## src/hdl/imhdk_pkg.sv

```systemverilog
// package for the indexed min-heap with decrease-key
// holds field widths, parameter defaults, codes and controller/datapath interface types
// no dependencies
`default_nettype none

package imhdk_pkg;

  localparam int NUM_KEYS_DEF      = 1024;
  localparam int PRIORITY_BITS_DEF = 32;

  localparam int KEY_W    = 10;
  localparam int PRIO_W   = 32;
  localparam int STATUS_W = 3;
  localparam int OCC_W    = 11;

  typedef enum logic [STATUS_W-1:0] {
    ST_INSERTED  = 3'd0,
    ST_DECREASED = 3'd1,
    ST_IGNORED   = 3'd2,
    ST_POPPED    = 3'd3,
    ST_EMPTY     = 3'd4
  } status_e;

  typedef enum logic [3:0] {
    OP_NONE,
    OP_CLEAR,
    OP_CAPTURE,
    OP_MAP_RD,
    OP_CUR_RD,
    OP_INSERT,
    OP_DECREASE,
    OP_UP,
    OP_UP_CMP,
    OP_POP_RD,
    OP_POP_TAKE,
    OP_DN_RD,
    OP_DN_CMP,
    OP_EMIT
  } dp_op_e;

  typedef enum logic [3:0] {
    S_CLEAR,
    S_IDLE,
    S_MAP,
    S_MAPD,
    S_CUR,
    S_UP,
    S_UPC,
    S_POP,
    S_POPT,
    S_DN,
    S_DNC,
    S_DONE
  } ctl_state_e;

  typedef struct packed {
    dp_op_e  op;
    logic    set_st;
    status_e st;
  } dp_cmd_t;

  typedef struct packed {
    logic clr_done;
    logic key_ok;
    logic present;
    logic full;
    logic dec_ok;
    logic s_zero;
    logic up_swap;
    logic dn_self;
    logic count_zero;
    logic count_one;
    logic out_free;
  } dp_stat_t;

endpackage

`default_nettype wire

```

## src/hdl/imhdk_ctrl.sv

```systemverilog
// controller state machine of the indexed min-heap
// sequences lookups, sift-up and sift-down steps; depends on imhdk_pkg
`default_nettype none

module imhdk_ctrl import imhdk_pkg::*; (
  input  wire logic     clk_i,
  input  wire logic     rst_ni,
  input  wire logic     in_valid_i,
  input  wire logic     command_i,
  output logic          in_stall_o,
  input  wire dp_stat_t stat_i,
  output dp_cmd_t       cmd_o
);

  ctl_state_e state_q, state_d;

  always_ff @(posedge clk_i or negedge rst_ni) begin
    if (!rst_ni) begin
      state_q <= S_CLEAR;
    end else begin
      state_q <= state_d;
    end
  end

  // next state
  always_comb begin
    state_d = state_q;
    unique case (state_q)
      S_CLEAR: if (stat_i.clr_done) state_d = S_IDLE;
      S_IDLE: begin
        if (in_valid_i) state_d = command_i ? S_POP : S_MAP;
      end
      S_MAP:  state_d = stat_i.key_ok ? S_MAPD : S_DONE;
      S_MAPD: begin
        if (stat_i.present) state_d = S_CUR;
        else if (stat_i.full) state_d = S_DONE;
        else state_d = S_UP;
      end
      S_CUR:  state_d = stat_i.dec_ok ? S_UP : S_DONE;
      S_UP:   state_d = stat_i.s_zero ? S_DONE : S_UPC;
      S_UPC:  state_d = stat_i.up_swap ? S_UP : S_DONE;
      S_POP:  state_d = stat_i.count_zero ? S_DONE : S_POPT;
      S_POPT: state_d = stat_i.count_one ? S_DONE : S_DN;
      S_DN:   state_d = S_DNC;
      S_DNC:  state_d = stat_i.dn_self ? S_DONE : S_DN;
      S_DONE: if (stat_i.out_free) state_d = S_IDLE;
      default: state_d = S_CLEAR;
    endcase
  end

  // outputs
  always_comb begin
    cmd_o      = '{op: OP_NONE, set_st: 1'b0, st: ST_IGNORED};
    in_stall_o = (state_q != S_IDLE);
    unique case (state_q)
      S_CLEAR: cmd_o.op = OP_CLEAR;
      S_IDLE:  if (in_valid_i) cmd_o.op = OP_CAPTURE;
      S_MAP: begin
        if (stat_i.key_ok) begin
          cmd_o.op = OP_MAP_RD;
        end else begin
          cmd_o.set_st = 1'b1;
          cmd_o.st     = ST_IGNORED;
        end
      end
      S_MAPD: begin
        if (stat_i.present) begin
          cmd_o.op = OP_CUR_RD;
        end else if (stat_i.full) begin
          cmd_o.set_st = 1'b1;
          cmd_o.st     = ST_IGNORED;
        end else begin
          cmd_o.op     = OP_INSERT;
          cmd_o.set_st = 1'b1;
          cmd_o.st     = ST_INSERTED;
        end
      end
      S_CUR: begin
        cmd_o.set_st = 1'b1;
        if (stat_i.dec_ok) begin
          cmd_o.op = OP_DECREASE;
          cmd_o.st = ST_DECREASED;
        end else begin
          cmd_o.st = ST_IGNORED;
        end
      end
      S_UP:  cmd_o.op = OP_UP;
      S_UPC: cmd_o.op = OP_UP_CMP;
      S_POP: begin
        if (stat_i.count_zero) begin
          cmd_o.set_st = 1'b1;
          cmd_o.st     = ST_EMPTY;
        end else begin
          cmd_o.op = OP_POP_RD;
        end
      end
      S_POPT: begin
        cmd_o.op     = OP_POP_TAKE;
        cmd_o.set_st = 1'b1;
        cmd_o.st     = ST_POPPED;
      end
      S_DN:   cmd_o.op = OP_DN_RD;
      S_DNC:  cmd_o.op = OP_DN_CMP;
      S_DONE: if (stat_i.out_free) cmd_o.op = OP_EMIT;
      default: cmd_o.op = OP_NONE;
    endcase
  end

endmodule

`default_nettype wire

```

## config.mk

```make
export PLATFORM = sky130hd
export DESIGN_NAME = imhdk_ctrl
export DESIGN_NICKNAME = d
export VERILOG_FILES = /design/src/hdl/imhdk_pkg.sv /design/src/hdl/imhdk_ctrl.sv
export SDC_FILE = /design/constraint.sdc
export NUM_CORES = 1
export LEC_CHECK = 0
export BUFFER_PORTS_ARGS = -buffer_cell sky130_fd_sc_hd__buf_2
export CAP_MARGIN = 40
export CORE_UTILIZATION = 53
export CTS_CLUSTER_DIAMETER = 150
export DETAILED_ROUTE_END_ITERATION = 12
export GPL_TIMING_DRIVEN = 0
export PLACE_DENSITY_LB_ADDON = 0.15
export SLEW_MARGIN = 10
export SYNTH_ARGS = -nofsm -noshare
export SYNTH_HDL_FRONTEND = slang
export SYNTH_SLANG_ARGS = --single-unit
```

## constraint.sdc

```tcl
create_clock -name clk_i -period 2.75 [get_ports clk_i]
set_input_delay 0 -clock clk_i [delete_from_list [all_inputs] [get_ports clk_i]]
set_output_delay 0 -clock clk_i [all_outputs]
set_load 0.01 [all_outputs]
```

Yosys cells after proc, flatten, opt, wreduce, memory -nomap -nowiden
Index checks and enable logic that the tools add are counted.
{"block": "op_classes", "n_mux": 28, "n_eq_ne": 15, "n_lt_le_gt_ge": 0, "div_mod_pow": 0, "reduce_logical": 2, "shifts": 0, "n_mul": 0, "bitwise": 0, "addsub": 0}
{"cell": "4-bit case mux with 12 select lines", "count": 2}
{"cell": "4-bit 2-to-1 mux", "count": 14}
{"cell": "4-bit case mux with 5 select lines", "count": 1}
{"cell": "4-bit by 3-bit equality test with 1-bit output, second input constant", "count": 4}
{"cell": "4-bit equality test, second input constant", "count": 4}
{"cell": "2-bit 2-to-1 mux", "count": 7}
{"cell": "3-bit 2-to-1 mux", "count": 4}
{"cell": "4-bit by 2-bit equality test with 1-bit output, second input constant", "count": 2}
{"cell": "2-bit inequality test, second input constant", "count": 3}
{"cell": "4-bit by 1-bit equality test with 1-bit output, second input constant", "count": 1}
{"cell": "4-bit logical NOT", "count": 1}
{"cell": "4-bit by 1-bit inequality test with 1-bit output, second input constant", "count": 1}
{"cell": "3-bit AND reduction", "count": 1}
{"block": "totals", "word_cells": 46, "input_bits": 15, "ramBits": 0, "romBits": 0, "reg_bits": 4, "out_inout_bits": 9, "memories": 0, "latch_bits": 0}

Depth between registers and ports, before layout
{"block": "depth", "depth_word": 3, "mapped_depth": 6, "ltp_nobuf": 4}

Least setup slack after synthesis
OpenSTA, ideal clock, no wires.
{"block": "synth_path", "path_kind": "register -> register", "from": "register state_q[1]", "to": "register state_q[1]", "setup_time_ns": 0.134, "t_required_ns": 2.616, "setup_slack_ns": 1.406, "path_stages_with_launch": 5, "arrival_ns": 1.210, "cell_sequence": "dfrtp_1 or2_4 or4_1 nand3_2 a22oi_1"}
{"block": "synth_via", "elab_chain_cells": 3, "elab_cells_between_ends": 17}
{"item": "start: declaration", "line": "imhdk_ctrl.sv:15", "rtl": "ctl_state_e state_q, state_d;"}
{"item": "start signal: assignment", "line": "imhdk_ctrl.sv:21", "rtl": "state_q <= state_d;"}
{"item": "4-bit equality test (tied with other cells)", "line": "imhdk_ctrl.sv:28", "rtl": "unique case (state_q)"}
{"item": "2-bit inequality test (no line)"}
{"item": "3-bit AND reduction (no line)"}
Several ways; a longest one is shown, not always the timed one.
A chain may end at the register's enable or synchronous reset.

==> flow_summary.yaml <==
routing:
  dr.pass1.iters: 4
  remaining_drc_errors: 0
  postRouteAntennaNets: 0
  num_vias: 940
  drt_wl_total_microns: 2230
  drtIter0Drc: 53
  wire_per_inst_microns: 15.8
  via_per_inst: 6.67
cts:
  cts_tree: "done"
  h-tree-depth: 1
  hold_buffers: 1
  clock-sinks: 4
  clk_latency_ns: 0.25
  cts-root-buf: "clkbuf_4"
  cts_buffers: 3
  clk_pin_slew_ns: 0.04
  post-cts-setup-buffers: 0
  ctsResizeCount: 0
  clk_path_buf_depth: 2
sta:
  setup_viol_count_final: 0
  slew-limit-headroom_pct: 73.6
  finalHoldViolations: 0
  period_minus_slack_ns: 1.70
  tightestPinTransition_ns: 0.395
  clock.fmax_mhz: 587
  tns_ns: 0
  fin_crit_sh_pct: 62.0
  finClkSkew_ns: 0.00676
  maxSlewViolCount: 0
  rsz0062_at_grt: "false"
power_and_ir_drop:
  power_leakage_nw: 0.385
  ir_drop_mv: 0.627
  power_density_nw_per_um2: 1200
cells_and_area:
  antenna_cells: 0
  fin_nets: 144
  largest_reg_flops: 4
  drive_gt1_share_pct: 35.4
  largest-register: "state_q"
  reg.largest.list: "state_q (4)"
  area_growth_pct: 23.3
  fin_cells: 141
critical_path:
  arrival_ns: 1.70
  critPathLaunch: "state_q[0]$_DFFE_PN0P_"
  cp.required_ns: 2.75
  crit_type: "reg -> out"
  worstReg2RegStart: "state_q[3]$_DFFE_PN0P_"
  worstSetupStartpointType: "flop"
  crit_path_end_kind: "output pin"
  path_max_fanout: 10
synth:
  yosys_warnings: 0
  synthesis.nets: 115
  avgSynthCellArea_sq_um: 7.09
  ys_ff_latch: 4
  ys_seq_area_share_pct: 14.1
  synth_compound_area_share_pct: 34.2
  syn_area_sq_um: 709
  yosys.area_share.adder_pct: 0
  synth_top_family_by_area: "simple AND/OR/NAND/NOR gates"
  syn_inst: 100
  muxShareOfSynthArea_pct: 3.17
  synthSimpleGateAreaFrac_pct: 38.1
  synth_xor_area_share_pct: 0
  synth_cell_type_count: 41
die:
  core_area_sq_um: 1170
  dieHeight_microns: 38.6
  die_x_microns: 38.6
  num_rows: 12
  ios: 24
  dieArea_sq_um: 1490
  start_util_pct: 60.6
hold_path:
  hold_class: "in -> reg"
  hp-start: "command_i"
place:
  dp.cells: 137
  io_buffers: 23
  dp_hpwl_microns: 1580
  routabilityCongestion: 0.961
run:
  max_cap_viol_count: 0
grt:
  antenna_found_initial: 0
  grt_pass1_vias: 809
  grt_overflow: 0
  grt_usage_pct: 35.2
  grt_pass1_wl_microns: 3540
  grt_max_degree: 11
run_status:
  run_status: "completed"
==> path summary, 6_finish.rpt <==
path	end	slack [ns]	depth (start not counted)
max reg2reg	state_q[1]$_DFFE_PN0P_	1.29	6
min	state_q[2]$_DFFE_PN0P_	0.06	3
max in group asynchronous	state_q[2]$_DFFE_PN0P_	2.52	2
min in group asynchronous	state_q[0]$_DFFE_PN0P_	0.10	2
min reg2reg	state_q[2]$_DFFE_PN0P_	0.78	4
max	cmd_o[6]	1.05	6
==> report_power, final <==
part,switching [W],total [W],leakage (nW),internal (W)
Clock,0.0000297,0.0000789,0.0138,0.0000492
Combinational,0.000494,0.000859,0.322,0.000365
Sequential,0.0000218,0.000110,0.0487,0.0000884
Total,0.000546,0.00105,0.385,0.000503
==> cell usage in the layout (no fill, tap or decap), types with 2 or more instances in the layout <==
cell type and instances:
mux2_2 2, o22ai_1 3, nor3_1 5, nor2_1 5, a221oi_1 2, nand4_1 2, o21a_1 2, nor3b_1 3
o21ai_0 5, nand2_1 7, a21oi_1 5, a31oi_1 6, clkbuf_4 3, nand3_1 3, dfrtp_1 4, nand2b_1 6
buf_4 4, o21ai_1 2, nor2b_1 5, or4_1 2, buf_2 28, nor4_1 2
==> logic make-up after synthesis <==
family	count (synthesis)
AO/OA/AOI/OAI	36
buffers and inverters	12
flip-flops	4
multiplexers	2
AND/OR/NAND/NOR	46
==> routing by layer <==
metal  wire length, microns  global-route usage (%)
met1                    983                    48.2
met2                   1040                    53.8
met5                      0                       0
met4                      2                    10.3
met3                    205                    9.25
==> through the flow <==
stage | utilization [%] | total power [W] | setup slack (ns) | hold WS, ns | area, sq um
CTS | 74.7 | 0.00104 | 1.08 | 0.0549 | 875
finish | 74.7 | 0.00105 | 1.05 | 0.0632 | 875
global placement | 71.9 | 0.000944 | 1.29 | -0.195 | 842
detailed placement | 71.9 | 0.000949 | 1.30 | -0.191 | 842
global route | 74.7 | 0.00113 | 0.951 | 0.0818 | 875
floorplan | - | 0.000733 | 1.41 | -0.296 | 709
==> cells in the mapped netlist, drive strengths merged <==
| library cell | count | share of area [%] |
|---|---|---|
| a31oi | 6 | 5.3 |
| nor4 | 2 | 1.8 |
| buf | 10 | 9.3 |
| inv | 2 | 1.1 |
| and3b | 1 | 1.2 |
| a221o | 1 | 1.4 |
| nor3 | 6 | 4.9 |
| a221oi | 2 | 2.5 |
| a21o | 1 | 1.1 |
| nand2b | 6 | 5.3 |
| nor2 | 6 | 3.5 |
| mux2 | 2 | 3.2 |
| a21oi | 6 | 4.8 |
| o31ai | 1 | 1.1 |
| a22oi | 1 | 1.1 |
| nor3b | 3 | 3.2 |
| o22ai | 3 | 2.6 |
| and2b | 1 | 1.4 |
| or2 | 1 | 1.2 |
| o211a | 1 | 1.4 |
| nand2 | 7 | 3.7 |
| o21a | 2 | 2.1 |
| or4 | 2 | 2.1 |
| dfrtp | 4 | 14 |
| o2bb2ai | 1 | 1.2 |
| a21boi | 1 | 1.1 |
| nand3 | 4 | 3.5 |
| o21ai | 7 | 4.9 |
| o32ai | 1 | 1.2 |
| a31o | 1 | 1.2 |
| nand4 | 2 | 1.8 |
| a32oi | 1 | 1.2 |
| nor2b | 5 | 4.4 |
==> critical path, stage by stage, from the launching register on <==
cell     delay (ns)
dfrtp_1        0.34
buf_4          0.17
nand2_1        0.14
o32ai_1        0.43
a31oi_1        0.07
o22ai_1        0.15
buf_2          0.15
==> final cells by class <==
cell class | instances | area [sq um]
Buffer | 10 | 66.3
Clock buffer | 3 | 22.5
Fill cell | 99 | 297
Inverter | 2 | 7.51
Multi-Input combinational cell | 84 | 536
Sequential cell | 4 | 100
Tap cell | 14 | 17.5
Timing Repair Buffer | 24 | 125
Power figures use the tool's default switching activity.
